[src/design/flow_table_service_classifier_unit_defines.svh]
// ---------------------------------------------------------------------------
// Flow table classifier assertion macros
// Shared concurrent assertion helpers, clocked on clk_i and held off in reset.
// ---------------------------------------------------------------------------
`ifndef FLOW_TABLE_SERVICE_CLASSIFIER_UNIT_DEFINES_SVH
`define FLOW_TABLE_SERVICE_CLASSIFIER_UNIT_DEFINES_SVH

// The condition holds at every clock edge outside reset.
`define FSC_ASSERT(label, cond, msg) \
  label: assert property (@(posedge clk_i) disable iff (!rst_ni) (cond)) else $error(msg);

// The consequent holds in the cycle after the antecedent.
`define FSC_ASSERT_NEXT(label, ante, cons, msg) \
  label: assert property (@(posedge clk_i) disable iff (!rst_ni) (ante) |=> (cons)) \
    else $error(msg);

// The consequent holds in the same cycle as the antecedent.
`define FSC_ASSERT_IMP(label, ante, cons, msg) \
  label: assert property (@(posedge clk_i) disable iff (!rst_ni) (ante) |-> (cons)) \
    else $error(msg);

`endif

[src/design/fsc_pkg.sv]
// ---------------------------------------------------------------------------
// Flow table classifier package
// Types, codes and helper functions shared by the classifier modules.
// ---------------------------------------------------------------------------
package fsc_pkg;

  localparam int unsigned FlowEntries     = 256;
  localparam logic [15:0] Ipv4Type        = 16'h0800;
  localparam logic [7:0]  ProtoUdp        = 8'd17;
  localparam logic [7:0]  AckOnly         = 8'h10;
  localparam logic [9:0]  SampleLimitRst  = 10'd100;
  localparam logic [15:0] PortHttp0       = 16'd80;
  localparam logic [15:0] PortHttp1       = 16'd8080;
  localparam logic [15:0] PortHttp2       = 16'd8000;
  localparam logic [15:0] PortHttp3       = 16'd8079;
  localparam logic [15:0] PortMysql       = 16'd3306;
  localparam logic [15:0] PortMemcache    = 16'd11211;
  localparam logic [47:0] BytesMax        = 48'hFFFF_FFFF_FFFF;
  localparam logic [15:0] AcksMax         = 16'hFFFF;

  typedef enum logic [1:0] {
    ST_EXIST = 2'd0,
    ST_NEW   = 2'd1,
    ST_NOTIP = 2'd2,
    ST_FULL  = 2'd3
  } status_e;

  typedef enum logic [2:0] {
    CL_UNKNOWN   = 3'd0,
    CL_HTTP_C    = 3'd1,
    CL_HTTP_S    = 3'd2,
    CL_MYSQL_C   = 3'd3,
    CL_MYSQL_S   = 3'd4,
    CL_MEMCACHE_C = 3'd5,
    CL_MEMCACHE_S = 3'd6
  } class_e;

  typedef struct packed {
    logic [31:0] src_ip;
    logic [31:0] dst_ip;
    logic [15:0] src_port;
    logic [15:0] dst_port;
    logic [7:0]  protocol;
  } key_t;

  // One classified request handed from the front to the back.
  typedef struct packed {
    logic        not_ipv4;
    key_t        key;
    logic [15:0] pay_len;
    class_e      port_class;
    logic        is_ack;
    logic [62:0] now;
  } item_t;

  // Per-flow counters kept in the flow data memory.
  typedef struct packed {
    logic [47:0] bytes;
    class_e      cls;
    logic [9:0]  samples;
    logic [15:0] acks;
    logic [62:0] first_ack;
    logic [62:0] last_ack;
  } flow_t;

  typedef struct packed {
    status_e     status;
    logic [7:0]  flow_slot;
    class_e      service_class;
    logic [47:0] byte_total;
    logic [15:0] payload_length;
    logic [9:0]  sample_total;
    logic [15:0] ack_total;
    logic [62:0] ack_span_us;
  } result_t;

  function automatic logic is_http_port(input logic [15:0] p);
    return (p == PortHttp0) || (p == PortHttp1) || (p == PortHttp2) || (p == PortHttp3);
  endfunction

  function automatic class_e classify(input logic [15:0] sp, input logic [15:0] dp);
    class_e c;
    if (is_http_port(dp))       c = CL_HTTP_C;
    else if (is_http_port(sp))  c = CL_HTTP_S;
    else if (dp == PortMysql)   c = CL_MYSQL_C;
    else if (sp == PortMysql)   c = CL_MYSQL_S;
    else if (dp == PortMemcache) c = CL_MEMCACHE_C;
    else if (sp == PortMemcache) c = CL_MEMCACHE_S;
    else                        c = CL_UNKNOWN;
    return c;
  endfunction

  function automatic logic [15:0] sub_sat(input logic [15:0] a, input logic [15:0] b);
    return (a > b) ? (a - b) : 16'd0;
  endfunction

endpackage

[src/design/fsc_fifo.sv]
// ---------------------------------------------------------------------------
// Classifier request queue
// Two-entry queue between the front end and the table engine.
// ---------------------------------------------------------------------------
module fsc_fifo (
  input  logic           clk_i,
  input  logic           rst_ni,
  input  logic           push_i,
  input  fsc_pkg::item_t item_i,
  output logic           full_o,
  input  logic           pop_i,
  output logic           valid_o,
  output fsc_pkg::item_t item_o
);
  import fsc_pkg::*;

  item_t      slot_q [2];
  logic       wr_ptr_q, wr_ptr_d;
  logic       rd_ptr_q, rd_ptr_d;
  logic [1:0] cnt_q, cnt_d;
  logic       do_push, do_pop;

  assign full_o  = (cnt_q == 2'd2);
  assign valid_o = (cnt_q != 2'd0);
  assign item_o  = slot_q[rd_ptr_q];
  assign do_push = push_i && !full_o;
  assign do_pop  = pop_i && valid_o;

  always_comb begin
    wr_ptr_d = do_push ? !wr_ptr_q : wr_ptr_q;
    rd_ptr_d = do_pop ? !rd_ptr_q : rd_ptr_q;
    cnt_d    = cnt_q + {1'b0, do_push} - {1'b0, do_pop};
  end

  always_ff @(posedge clk_i or negedge rst_ni) begin
    if (!rst_ni) begin
      wr_ptr_q <= 1'b0;
      rd_ptr_q <= 1'b0;
      cnt_q    <= 2'd0;
    end else begin
      wr_ptr_q <= wr_ptr_d;
      rd_ptr_q <= rd_ptr_d;
      cnt_q    <= cnt_d;
    end
  end

  always_ff @(posedge clk_i) begin
    if (do_push) begin
      slot_q[wr_ptr_q] <= item_i;
    end
  end

endmodule

[config.mk]
export PLATFORM = sky130hd
export DESIGN_NAME = fsc_fifo
export DESIGN_NICKNAME = d
export VERILOG_FILES = /design/src/design/flow_table_service_classifier_unit_defines.svh /design/src/design/fsc_pkg.sv /design/src/design/fsc_fifo.sv
export SDC_FILE = /design/constraint.sdc
export NUM_CORES = 1
export LEC_CHECK = 0
export ABC_AREA = 1
export BUFFER_PORTS_ARGS = -buffer_cell sky130_fd_sc_hd__buf_2
export CAP_MARGIN = 25
export CORE_MARGIN = 2
export CORE_UTILIZATION = 45
export CTS_CLUSTER_DIAMETER = 200
export DETAILED_ROUTE_END_ITERATION = 16
export GPL_TIMING_DRIVEN = 0
export PLACE_DENSITY_LB_ADDON = 0.2
export SYNTH_ARGS = -nofsm -noshare
export SYNTH_HDL_FRONTEND = slang
export SYNTH_SLANG_ARGS = --single-unit
[constraint.sdc]
create_clock -name clk_i -period 28.9 [get_ports clk_i]
set_input_delay 4.335 -clock clk_i [delete_from_list [all_inputs] [get_ports clk_i]]
set_output_delay 4.335 -clock clk_i [all_outputs]
set_load 0.005 [all_outputs]
# Word level (Yosys, flattened, before mapping)

Memory sizes are Yosys's and may differ from the RTL's.
Cells that the tools add are included.

$add $sub $neg: 2
Eq/ne operators: 1
Mux-type cells: 2
Reduce and logical (&&, ||, !) cells: 6

Operators with widths:

| kind                                 | number |
|---|---|
| zero test 1 bit                      | 3 |
| adder 2 x 1 -> 2 bit                 | 1 |
| == test 2 bit, second input constant | 1 |
| logical AND 1 bit                    | 2 |
| two-way mux 1 bit                    | 2 |
| nonzero test 2 bit                   | 1 |
| subtractor 2 x 1 -> 2 bit            | 1 |

Flip-flop bits (word level): 4
RAM bits: 376
Bits of input ports: 192
Output and inout port bits: 190
Word-level logic and storage cells: 15
Memories: 1

Memories:

| name   | depth | width | read ports | clocked after Yosys merged registers in | wr ports | RTL line       | RTL |
|---|---|---|---|---|---|---|---|
| slot_q | 2     | 188   | 1          | 0                                       | 1        | fsc_fifo.sv:17 | `item_t slot_q [2];` |

# Logic depth before layout (Yosys ltp)

Depth in word-level cells: 5
Gate-level depth with buffers: 10
Mapped depth without buffers: 10

# Least setup slack after synthesis

OpenSTA, ideal clock, no wires.

Path kind: input -> register
Start: in push_i
End: mem slot_q[1][0] in the netlist's numbering, enable pin
Setup time: 0.738 ns
Arrival time: 12.214 ns
Required time: 28.162 ns
Path slack: 15.947 ns
Cell stages on the path: 2
Buffers on the path: 0
Cell sequence: nand2_1 nor2_1

Longest elaborated chain between the ends: 3

RTL lines:

| item                                    | RTL line       | RTL |
|---|---|---|
| from (decl)                             | fsc_fifo.sv:8  | `input logic push_i,` |
| logical AND 1 bit                       | fsc_fifo.sv:26 | `assign do_push = push_i && !full_o;` |
| two-way mux 1 bit                       | fsc_fifo.sv:48 | `if (do_push) begin` |
| two-way mux 1 bit (not written as such) | fsc_fifo.sv:49 | `slot_q[wr_ptr_q] <= item_i;` |
| to (decl)                               | fsc_fifo.sv:17 |  |

Every way passes these cells.

==> results_dict.tcl <==
set metrics [dict create \
    outcome "completed" \
    final_min_period_over_clock_period_pct 21.6 \
    post_synth_num_cell_types 12 \
    clkSinkCount 380 \
    syn_nets 1208 \
    global_route.usage.total_pct 19.1 \
    grt_max_degree 108 \
    total_power_mw 1.79 \
    design.final.nets 1637 \
    hold_class "flop to flop" \
    place_hpwl_um 21600 \
    critical_path.max_fanout 10 \
    cts_made_buffers 39 \
    post-route-drc-count 0 \
    synth_seq_area_share_pct 81.9 \
    rows 64 \
    vias_per_cell 4.69 \
    vias 8797 \
    slew_headroom_pct 41.5 \
    wl_per_cell_um 16.9 \
    grt_pass1_vias 8880 \
    synth_top_area_share_pct 81.2 \
    buffer_ports.inserted 381 \
    hold_viol 0 \
    core_area_sq_um 30500 \
    setup_tns_ns 0 \
    overflow_left_after_global_routing 0 \
    clock.fmax_ghz 0.160 \
    synthToLayoutAreaGrowth_pct 27.1 \
    timing.clock.skew_ns 0.00811 \
    post_cts_resized 0 \
    synth-seq-cells 380 \
    post_cts_setup_repair_buffer_count 0 \
    syn-cell-area_sq_um 13900 \
    dieArea_sq_um 32300 \
    unrepaired_setup_endpoints_after_global_routing "false" \
    leakagePower_nw 7.67 \
    pin_count 382 \
    cts.path.max_buffers 3 \
    synth_area_leaders "sky130_fd_sc_hd__edfxtp_1, sky130_fd_sc_hd__nand2_1, sky130_fd_sc_hd__buf_4" \
    mostFrequentLayoutCell "sky130_fd_sc_hd__nand2_1" \
    clock_insertion_delay_worst_skew_ns 0.51 \
    holdBufCountCts 0 \
    starting_utilization_of_the_core_area_pct 45.6 \
    cells_after_synth 1014 \
    detail_route.iter0.violations 459 \
    critical_path.max_stage_delay_ns 0.32 \
    synth_top_cell_by_area "sky130_fd_sc_hd__edfxtp_1" \
    peakVddDrop_v 0.0000607 \
    yosys_warnings 0 \
    timing.final.crit_period_ns 6.25 \
    layout_common_cells "sky130_fd_sc_hd__nand2_1, sky130_fd_sc_hd__buf_2, sky130_fd_sc_hd__edfxtp_1" \
    final_antenna_net_count 0 \
    cpMaxStageDelayCell "sky130_fd_sc_hd__dfrtp_1" \
    post_synthesis_mean_instance_area_sq_um 13.7 \
    cp.required_ns 24.57 \
    antenna_found_initial 7 \
    gp_routability_congestion 0.756 \
    clk_pin_slew_worst_paths_ns 0.06 \
    setup_viol 0 \
    timing.max_cap.violations 0 \
    timing_worst_setup_path_type "flop to output port" \
    die_width_um 180 \
    drt-pass1-iter-count 4 \
    cellPowerDensity_nw_per_um2 101 \
    layout-drive-gt1-share_pct 32.6 \
    root_buffer "sky130_fd_sc_hd__clkbuf_16" \
    slew_violations 0 \
    end_kind "output port" \
    die_height_um 180 \
    path_cells "buf_4 -> buf_4 -> buf_2 -> nand2_1 -> nand2_1 -> buf_2" \
    htree_levels 2 \
    grt_first_pass_wirelength_um 48200 \
    timing_worst_slew_pin_value_ns 0.876 \
    wl_um 31600 \
    timing.critical_path.arrival_ns 1.91 \
    cts_tree "done" \
    cp-start-kind "flop" \
]
## registers in the layout, summed over array words and instances, names as in the netlist
name      count
rd_ptr_q      1
cnt_q         2
wr_ptr_q      1
slot_q      376
## per-layer routing
metal | up-vias | track usage, % | share of wire [%]
li1 | 4299 | - | -
met1 | 4107 | 23.4 | 39
met2 | 322 | 31.9 | 49
met3 | 65 | 6.81 | 9.6
met4 | 4 | 5.82 | 2.6
met5 | - | 0 | 0.089
## synthesized netlist by cell type, drive strengths merged
library cell,count
nand2,577
edfxtp,376
buf,35
inv,10
clkbuf,6
dfrtp,4
nand3,3
ha,2
nor2,1
## cell type report
cell class              count  area [sq um]
multi-input cells         583          2220
plain buffers              41           260
clock buffers              50          1060
inverters                  10          47.5
flip-flops and latches    380         11400
diodes                      5          12.5
clock inverters            21           126
repair buffers            388          2050
well taps                 396           495
fillers                  2534         12800
## power by group
part	switching, mW	total [mW]	internal [mW]
clock	0.197	0.465	0.268
combinational	0.350	0.551	0.200
sequential	0.0254	0.776	0.750
total	0.572	1.79	1.22
## cells by family (layout without fill, tap and decap cells)
kind of cell	count (synthesis)	count (layout)	synth area share, %
and+or+nand+nor	581	581	15.7
DFF	380	380	81.9
buffers and inverters	51	510	2.16
adders and majority gates	2	2	0.180
other	0	5	0
## critical path, delay by kind of cell (launching register included)
family        cells  cell delay (ns)
flops             1             0.32
simple gates      2             0.20
buf+inv           4             0.88
## stage by stage
step / area, sq um / hold slack (ns) / utilization, % / std cells / worst slack [ns]
floorplan: 13900 / 0.442 / - / 1014 / 15.95
global placement: 16300 / 0.453 / 53.4 / 1791 / 11.13
detailed placement: 16500 / 0.492 / 54.0 / 1798 / 22.50
CTS: 17700 / 0.506 / 57.9 / 1869 / 22.55
global route: 17700 / 0.534 / 57.9 / 1873 / 22.50
finish: 17700 / 0.496 / 57.9 / 1874 / 22.65
## path summary, 6_finish.rpt
path	startpoint	endpoint	slack, ns	cells past startpoint
min in group asynchronous	rst_ni	cnt_q[1]	3.63	1
max in group asynchronous	rst_ni	wr_ptr_q	25.13	1
setup reg to reg	cnt_q[1]	slot_q[1][128]	26.42	6
hold reg to reg	wr_ptr_q	wr_ptr_q	0.50	2
hold / removal	wr_ptr_q	wr_ptr_q	0.50	2
setup / recovery	rd_ptr_q	item_o[155]	22.65	6
Note: power is estimated with default switching activity, not from simulation.
