**src/design/flow_table_service_classifier_unit_defines.svh**
```systemverilog
// ---------------------------------------------------------------------------
// Flow table classifier assertion macros
// Shared concurrent assertion helpers, clocked on clk_i and held off in reset.
// ---------------------------------------------------------------------------
`ifndef FLOW_TABLE_SERVICE_CLASSIFIER_UNIT_DEFINES_SVH
`define FLOW_TABLE_SERVICE_CLASSIFIER_UNIT_DEFINES_SVH

// The condition holds at every clock edge outside reset.
`define FSC_ASSERT(label, cond, msg) \
  label: assert property (@(posedge clk_i) disable iff (!rst_ni) (cond)) else $error(msg);

// The consequent holds in the cycle after the antecedent.
`define FSC_ASSERT_NEXT(label, ante, cons, msg) \
  label: assert property (@(posedge clk_i) disable iff (!rst_ni) (ante) |=> (cons)) \
    else $error(msg);

// The consequent holds in the same cycle as the antecedent.
`define FSC_ASSERT_IMP(label, ante, cons, msg) \
  label: assert property (@(posedge clk_i) disable iff (!rst_ni) (ante) |-> (cons)) \
    else $error(msg);

`endif

```
**src/design/fsc_pkg.sv**
```systemverilog
// ---------------------------------------------------------------------------
// Flow table classifier package
// Types, codes and helper functions shared by the classifier modules.
// ---------------------------------------------------------------------------
package fsc_pkg;

  localparam int unsigned FlowEntries     = 256;
  localparam logic [15:0] Ipv4Type        = 16'h0800;
  localparam logic [7:0]  ProtoUdp        = 8'd17;
  localparam logic [7:0]  AckOnly         = 8'h10;
  localparam logic [9:0]  SampleLimitRst  = 10'd100;
  localparam logic [15:0] PortHttp0       = 16'd80;
  localparam logic [15:0] PortHttp1       = 16'd8080;
  localparam logic [15:0] PortHttp2       = 16'd8000;
  localparam logic [15:0] PortHttp3       = 16'd8079;
  localparam logic [15:0] PortMysql       = 16'd3306;
  localparam logic [15:0] PortMemcache    = 16'd11211;
  localparam logic [47:0] BytesMax        = 48'hFFFF_FFFF_FFFF;
  localparam logic [15:0] AcksMax         = 16'hFFFF;

  typedef enum logic [1:0] {
    ST_EXIST = 2'd0,
    ST_NEW   = 2'd1,
    ST_NOTIP = 2'd2,
    ST_FULL  = 2'd3
  } status_e;

  typedef enum logic [2:0] {
    CL_UNKNOWN   = 3'd0,
    CL_HTTP_C    = 3'd1,
    CL_HTTP_S    = 3'd2,
    CL_MYSQL_C   = 3'd3,
    CL_MYSQL_S   = 3'd4,
    CL_MEMCACHE_C = 3'd5,
    CL_MEMCACHE_S = 3'd6
  } class_e;

  typedef struct packed {
    logic [31:0] src_ip;
    logic [31:0] dst_ip;
    logic [15:0] src_port;
    logic [15:0] dst_port;
    logic [7:0]  protocol;
  } key_t;

  // One classified request handed from the front to the back.
  typedef struct packed {
    logic        not_ipv4;
    key_t        key;
    logic [15:0] pay_len;
    class_e      port_class;
    logic        is_ack;
    logic [62:0] now;
  } item_t;

  // Per-flow counters kept in the flow data memory.
  typedef struct packed {
    logic [47:0] bytes;
    class_e      cls;
    logic [9:0]  samples;
    logic [15:0] acks;
    logic [62:0] first_ack;
    logic [62:0] last_ack;
  } flow_t;

  typedef struct packed {
    status_e     status;
    logic [7:0]  flow_slot;
    class_e      service_class;
    logic [47:0] byte_total;
    logic [15:0] payload_length;
    logic [9:0]  sample_total;
    logic [15:0] ack_total;
    logic [62:0] ack_span_us;
  } result_t;

  function automatic logic is_http_port(input logic [15:0] p);
    return (p == PortHttp0) || (p == PortHttp1) || (p == PortHttp2) || (p == PortHttp3);
  endfunction

  function automatic class_e classify(input logic [15:0] sp, input logic [15:0] dp);
    class_e c;
    if (is_http_port(dp))       c = CL_HTTP_C;
    else if (is_http_port(sp))  c = CL_HTTP_S;
    else if (dp == PortMysql)   c = CL_MYSQL_C;
    else if (sp == PortMysql)   c = CL_MYSQL_S;
    else if (dp == PortMemcache) c = CL_MEMCACHE_C;
    else if (sp == PortMemcache) c = CL_MEMCACHE_S;
    else                        c = CL_UNKNOWN;
    return c;
  endfunction

  function automatic logic [15:0] sub_sat(input logic [15:0] a, input logic [15:0] b);
    return (a > b) ? (a - b) : 16'd0;
  endfunction

endpackage

```
**src/design/fsc_front.sv**
```systemverilog
// ---------------------------------------------------------------------------
// Classifier front end
// Takes a packet request, works out payload length, ACK and port class.
// ---------------------------------------------------------------------------
module fsc_front (
  input  logic                 in_valid_i,
  output logic                 in_stall_o,
  input  logic [15:0]          eth_type_i,
  input  logic [31:0]          src_ip_i,
  input  logic [31:0]          dst_ip_i,
  input  logic [7:0]           ip_protocol_i,
  input  logic [15:0]          ip_total_length_i,
  input  logic [3:0]           ip_header_words_i,
  input  logic [3:0]           tcp_data_offset_i,
  input  logic [7:0]           tcp_flag_bits_i,
  input  logic [15:0]          source_port_i,
  input  logic [15:0]          destination_port_i,
  input  logic [62:0]          capture_time_us_i,
  output logic                 push_o,
  output fsc_pkg::item_t       item_o,
  input  logic                 full_i
);
  import fsc_pkg::*;

  logic        is_udp;
  logic [15:0] after_ip;
  logic [15:0] l4_len;

  assign is_udp   = (ip_protocol_i == ProtoUdp);
  assign after_ip = sub_sat(ip_total_length_i, {10'd0, ip_header_words_i, 2'b00});
  assign l4_len   = is_udp ? 16'd8 : {10'd0, tcp_data_offset_i, 2'b00};

  always_comb begin
    item_o.not_ipv4       = (eth_type_i != Ipv4Type);
    item_o.key.src_ip     = src_ip_i;
    item_o.key.dst_ip     = dst_ip_i;
    item_o.key.src_port   = source_port_i;
    item_o.key.dst_port   = destination_port_i;
    item_o.key.protocol   = ip_protocol_i;
    item_o.pay_len        = sub_sat(after_ip, l4_len);
    item_o.port_class     = classify(source_port_i, destination_port_i);
    item_o.is_ack         = !is_udp && (tcp_flag_bits_i == AckOnly);
    item_o.now            = capture_time_us_i;
  end

  assign in_stall_o = full_i;
  assign push_o     = in_valid_i && !full_i;

endmodule

```
**config.mk**
```make
export PLATFORM = sky130hd
export DESIGN_NAME = fsc_front
export DESIGN_NICKNAME = d
export VERILOG_FILES = /design/src/design/flow_table_service_classifier_unit_defines.svh /design/src/design/fsc_pkg.sv /design/src/design/fsc_front.sv
export SDC_FILE = /design/constraint.sdc
export NUM_CORES = 1
export LEC_CHECK = 0
export ABC_AREA = 1
export BUFFER_PORTS_ARGS = -buffer_cell sky130_fd_sc_hd__buf_2
export CAP_MARGIN = 5
export CORE_AREA = 8 8 153 155
export DETAILED_ROUTE_END_ITERATION = 10
export DIE_AREA = 0 0 161 163
export GPL_TIMING_DRIVEN = 0
export PLACE_DENSITY_LB_ADDON = 0.3
export SYNTH_ARGS = -nofsm -noshare
export SYNTH_HDL_FRONTEND = slang
export SYNTH_SLANG_ARGS = --single-unit
```
**constraint.sdc**
```tcl
create_clock -name vclk -period 9.2
set_input_delay 0.92 -clock vclk [all_inputs]
set_output_delay 0.92 -clock vclk [all_outputs]
set_load 0.03 [all_outputs]
```
[After elaboration in Yosys (flattened, before gate mapping)]
Index checks and enable logic that the tools add are counted.
Storage, ports and cells
  flip-flop bits (word level): 0
  input port bits: 217
  output and inout bits: 190
Operators by class
  $add $sub $neg: 2
  $lt $le $gt $ge: 2
  equal/unequal tests: 15
  muxes and demuxes: 9
  reductions and logical operators: 10
Operator list (number)
  16-bit by 13-bit equality test with 1-bit output (second input constant): 6
  16-bit by 12-bit equality test with 1-bit output (second input constant): 2
  16-bit by 14-bit equality test with 1-bit output (second input constant): 2
  16-bit by 7-bit equality test with 1-bit output (second input constant): 2
  16-bit by 6-bit greater-than comparator with 1-bit output: 2
  16-bit 2-to-1 mux: 2
  16-bit by 6-bit subtractor with 16-bit output: 2
  3-bit 2-to-1 mux: 6
  8-bit by 5-bit equality test with 1-bit output (second input constant): 2
  16-bit by 12-bit inequality test with 1-bit output (second input constant): 1
  1-bit logical OR: 6
  6-bit 2-to-1 mux: 1
  1-bit logical AND: 2
  1-bit zero test: 2

[Depth between registers and ports, before layout]
Gate-level depths: netlist of run 1.
  depth after elaboration: 7
  mapped depth: 21

[Least setup slack after synthesis of run 1]
No wires, ideal clock.
  path type: input -> output
  start point: in ip_total_length_i[2]
  end point: out item_o[77] (netlist name)
  arrival time: 4.097 ns
  required time: 8.280 ns
  setup slack: 4.183 ns
  stages: 20
  cell sequence: inv_1 ha_1 fa_1 inv_1 nand3_1 nand3_1 nand2_2 nand2_4 buf_8 inv_1 or2_2 ha_1 inv_1 fa_1 a21oi_1 o21ai_0 a21oi_2 nand3_2 inv_1 nor2_1
RTL lines
  from (decl): RTL line fsc_front.sv:12  | input logic [15:0] ip_total_length_i,
  to (decl): RTL line fsc_front.sv:20  | output fsc_pkg::item_t item_o,

==> results_dict.tcl, run 1 <==
set metrics [dict create \
    first_pass_iters 4 \
    die_area_mm2 0.0262 \
    vias 3869 \
    post-route-period-util 0.595 \
    path_class "input port to output port" \
    overflow 0 \
    status "complete, no violations" \
    post_drt_wl_per_cell_um 12.9 \
    required_ns 8.28 \
    final_common_cell "buf_2" \
    grt_antenna_before_repair 4 \
    post-place-ws_ns 3.67 \
    layout_common_cells "buf_2 (280), buf_4 (169), nand2_1 (87), inv_1 (67), nor2_1 (44)" \
    max_freq_mhz 183 \
    avgSynthCellArea_um2 5.91 \
    area_growth_pct 57.3 \
    viasPerCell 3.61 \
    powerDensity_mw_per_mm2 67.4 \
    finalInstanceArea_mm2 0.00480 \
    wl_met3_um 1690 \
    die_y_um 163 \
    cp-end-kind "output port" \
    dr.first_iter.drc_count 102 \
    rows 53 \
    drive_gt1_frac 0.621 \
    worst_slew_pin_slew_ns 0.603 \
    ys_seq_area_frac 0 \
    cap_violations 0 \
    grt_pass1_vias 4012 \
    setup_tns_ns 0 \
    io_buffers 280 \
    die_w_um 161 \
    period_needed_ns 5.48 \
    ys_types 35 \
    ctsResizeCount 0 \
    routed.top_layer "met5" \
    cts_hold_buf 0 \
    yosys_warnings 0 \
    post_cts_buffers 0 \
    regArea_um2 0 \
    met2WireLength_um 7350 \
    drc 0 \
    dpl_cell_area_mm2 0.00479 \
    cp.arrival_ns 4.56 \
    synth_nets 743 \
    dp.cells 1071 \
    antenna_left 0 \
    grt_first_pass_wirelength_um 20700 \
    dpl.hpwl_um 13100 \
    finalHoldViolCount 0 \
    crit_fanout 10 \
    floorplan.initialDensity 0.146 \
    maxSlewHeadroom 0.594 \
    report.final.slew_viol_count 0 \
    fill_cells 2440 \
    met1_length_um 4740 \
    ir_drop_uv 46.9 \
    grt_start_max_net_pins 11 \
    instances_no_fill 1072 \
    nClkBuffers 0 \
    synth_area_mm2 0.00305 \
    synthCells 516 \
    seq_cell_count 0 \
    grt_usage 0.0933 \
    nets 1025 \
    ios 407 \
    drt_wl_total_um 13900 \
    place.gp.congestion 0.770 \
    core_area_mm2 0.0208 \
    hold_path.class "input port to output port" \
    rsz0062_at_grt "no" \
    setup_viol 0 \
    layout_setup_ws_ns 3.72 \
    leakagePower_uw 0.00298 \
    cp-start-kind "input port" \
]
-- stage by stage --
stage	hold slack, ns	total power [uW]	util
floorplan	1.95	235	-
global placement	2.09	327	0.230
detailed placement	2.09	327	0.230
CTS	2.09	328	0.230
global route	2.10	350	0.230
finish	2.09	323	0.230
-- worst paths after layout --
kind / endpoint / cells after the start / startpoint / slack [ns]
setup / recovery: item_o[81] / 23 / ip_total_length_i[2] / 3.72
hold / removal: item_o[16] / 2 / capture_time_us_i[16] / 2.09
-- worst max-delay path: stages --
cell,delay [ns]
buf_2,0.08
inv_1,0.03
ha_1,0.21
fa_1,0.36
inv_1,0.12
nand3_1,0.11
nand3_1,0.14
nand2_2,0.08
nand2_4,0.13
buf_8,0.16
inv_1,0.07
or2_2,0.28
ha_1,0.21
inv_1,0.07
fa_1,0.22
a21oi_1,0.08
o21ai_0,0.49
a21oi_2,0.14
nand3_2,0.11
buf_6,0.17
nand2_2,0.07
nor2_2,0.09
buf_2,0.22
-- power by group --
group	switching, uW	internal (uW)	leakage [uW]	total (uW)
combinational	200	124	0.00298	323
clock	0	0.0000146	0.00000000634	0.0000146
sequential	0	0	0	0
-- cell type report --
class	count	area, um2	area share
multi-input cells	269	1470	0.306
repair buffers	280	1400	0.292
plain buffers	171	1290	0.270
well taps	275	344	0.0717
inverters	76	285	0.0595
diodes	1	2.50	0.000522
-- Yosys cell counts (2+ instances only) --
master / n / area share
buf_4: 169 / 0.42
nand2_1: 87 / 0.11
inv_1: 67 / 0.083
nor2_1: 44 / 0.054
nand3_1: 33 / 0.054
nand4_1: 14 / 0.029
nor4_1: 14 / 0.029
inv_2: 9 / 0.011
ha_1: 8 / 0.033
nand2_2: 8 / 0.016
nor3_1: 7 / 0.011
o21ai_0: 7 / 0.011
nand3_2: 6 / 0.020
or2_2: 6 / 0.012
a21oi_1: 4 / 0.0066
nor2_2: 4 / 0.0082
nand2_4: 3 / 0.011
nand3b_1: 3 / 0.0074
a31oi_1: 2 / 0.0041
fa_1: 2 / 0.013
nand3_4: 2 / 0.011
nor2_4: 2 / 0.0074
xnor2_1: 2 / 0.0057
xor2_1: 2 / 0.0057
-- cell families after synthesis --
| group | after synthesis | share of synthesized area |
|---|---|---|
| AND/OR/NAND/NOR | 237 | 0.389 |
| XOR/XNOR | 4 | 0.0115 |
| AO/OA/AOI/OAI | 18 | 0.0349 |
| adder cells (fa/ha/maj) | 10 | 0.0460 |
| buffers and inverters | 247 | 0.518 |
-- metal layers --
| metal | GRT usage | vias up |
|---|---|---|
| li1 | - | 2012 |
| met1 | 0.0896 | 1609 |
| met2 | 0.189 | 234 |
| met3 | 0.0389 | 8 |
| met4 | 0.00505 | 6 |
| met5 | 0 | - |
Note: power is estimated with default switching activity, not from simulation.
==> run 2, diff against run 1 <==
--- a/config.mk
+++ b/config.mk
@@ -8,9 +8,9 @@
 export ABC_AREA = 1
 export BUFFER_PORTS_ARGS = -buffer_cell sky130_fd_sc_hd__buf_2
 export CAP_MARGIN = 5
-export CORE_AREA = 8 8 153 155
+export CORE_AREA = 8 8 151 153
 export DETAILED_ROUTE_END_ITERATION = 10
-export DIE_AREA = 0 0 161 163
+export DIE_AREA = 0 0 159 161
 export GPL_TIMING_DRIVEN = 0
 export PLACE_DENSITY_LB_ADDON = 0.3
 export SYNTH_ARGS = -nofsm -noshare
==> constraint.sdc (replaced) <==
create_clock -name vclk -period 5.5
set_input_delay 0.55 -clock vclk [all_inputs]
set_output_delay 0.55 -clock vclk [all_outputs]
set_load 0.03 [all_outputs]
==> run 2 against run 1 <==
Net effect:
- clock-buffer cell count unchanged
- critical path depth unchanged
- non-clock buffer count unchanged
- hold slack worse by 0.74 ns
- flip-flop and latch count unchanged
- global-route usage about the same
- wire length down 2.6%
- core utilization up 0.30 points
==> results_dict.tcl, run 2 (synthesis results as in run 1) <==
set metrics [dict create \
    powerDensity_mw_per_mm2 113 \
    rows 53 \
    layout_common_cells "buf_2 (280), buf_4 (169), nand2_1 (87), inv_1 (67), nor2_1 (44)" \
    antenna_left 0 \
    area_growth_pct 57.3 \
    nets 1025 \
    report.final.slew_viol_count 0 \
    path_buf_inv 8 \
    die_area_mm2 0.0256 \
    post-route-period-util 0.859 \
    required_ns 4.95 \
    cp.arrival_ns 4.17 \
    cpPeakStageDelay_ns 0.50 \
    ctsResizeCount 0 \
    drc 0 \
    path_class "input port to output port" \
    grt_first_pass_wirelength_um 20400 \
    instances_no_fill 1072 \
    leakagePower_uw 0.00298 \
    die_y_um 161 \
    cp-end-kind "output port" \
    place.gp.congestion 0.778 \
    grt_pass1_vias 4094 \
    grt_start_max_net_pins 11 \
    post_cts_buffers 0 \
    ir_drop_uv 103 \
    cp-start-kind "input port" \
    grt_antenna_before_repair 1 \
    finalHoldViolCount 0 \
    seq_cell_count 0 \
    dpl.hpwl_um 12700 \
    crit_fanout 10 \
    hold_path.class "input port to output port" \
    dr.first_iter.drc_count 107 \
    cts_hold_buf 0 \
    die_w_um 159 \
    rsz0062_at_grt "no" \
    cpLargestDelayFamily "adder cells" \
    drive_gt1_frac 0.621 \
    max_freq_mhz 212 \
    maxSlewHeadroom 0.585 \
    final_common_cell "buf_2" \
    drt_wl_total_um 13500 \
    regArea_um2 0 \
    grt_usage 0.0938 \
    worst_slew_pin_slew_ns 0.616 \
    path_cells "buf_2 -> inv_1 -> ha_1 -> fa_1 -> inv_1 -> nand3_1 -> nand3_1 -> nand2_2 -> nand2_4 -> buf_8 -> inv_1 -> or2_2 -> ha_1 -> inv_1 -> fa_1 -> a21oi_1 -> o21ai_0 -> a21oi_2 -> nand3_2 -> buf_6 -> nand2_2 -> nor2_2 -> buf_2" \
    nClkBuffers 0 \
    first_pass_iters 4 \
    slowest_stage "o21ai_0" \
    setup_viol 0 \
    post_drt_wl_per_cell_um 12.6 \
    cap_violations 0 \
    viasPerCell 3.64 \
    ios 407 \
    core_area_mm2 0.0206 \
    crit_path_frequent_cell "inv_1" \
    floorplan.initialDensity 0.148 \
    dp.cells 1071 \
    vias 3906 \
    period_needed_ns 4.72 \
    status "complete, no violations" \
    overflow 0 \
    setup_tns_ns 0 \
    io_buffers 280 \
    fill_cells 2381 \
]
[run 2: final cells by class]
class / count / area [um2] / share of cell area
multi-input combinational: 269 / 1470 / 0.306
buffer: 171 / 1290 / 0.270
tap: 275 / 344 / 0.0717
antenna: 1 / 2.50 / 0.000522
inverter: 76 / 285 / 0.0595
timing repair buffer: 280 / 1400 / 0.292
[run 2: path summary, 6_finish.rpt]
| kind | depth (start not counted) | from | slack (ns) | end |
|---|---|---|---|---|
| max | 23 | ip_total_length_i[2] | 0.78 | item_o[81] |
| min | 2 | dst_ip_i[7] | 1.35 | item_o[130] |
[run 2: per-stage QoR]
| step | util | area, um2 | total power, uW | hold WS, ns | worst slack, ns |
|---|---|---|---|---|---|
| 3_3_place_gp | 0.233 | 4790 | 547 | 1.35 | 0.695 |
| 4_1_cts | 0.233 | 4790 | 550 | 1.35 | 0.710 |
| 6_report | 0.233 | 4800 | 540 | 1.35 | 0.776 |
| 5_1_grt | 0.233 | 4790 | 585 | 1.36 | 0.469 |
| 3_5_place_dp | 0.233 | 4790 | 548 | 1.35 | 0.743 |
| 2_1_floorplan | - | 3050 | 392 | 1.21 | 1.22 |
[run 2: routing by layer]
metal	vias up	track usage	share of wire
li1	2012	-	-
met4	2	0.00472	0.0059
met2	234	0.189	0.54
met3	6	0.0400	0.11
met5	-	0	0.00096
met1	1652	0.0901	0.34
[run 2: power by group]
group	switching (uW)	internal, uW	leakage (uW)	total, uW
Sequential	0	0	0	0
Combinational	333	207	0.00298	540
Clock	0	0.0000243	0.00000000634	0.0000243
Total	333	207	0.00298	540
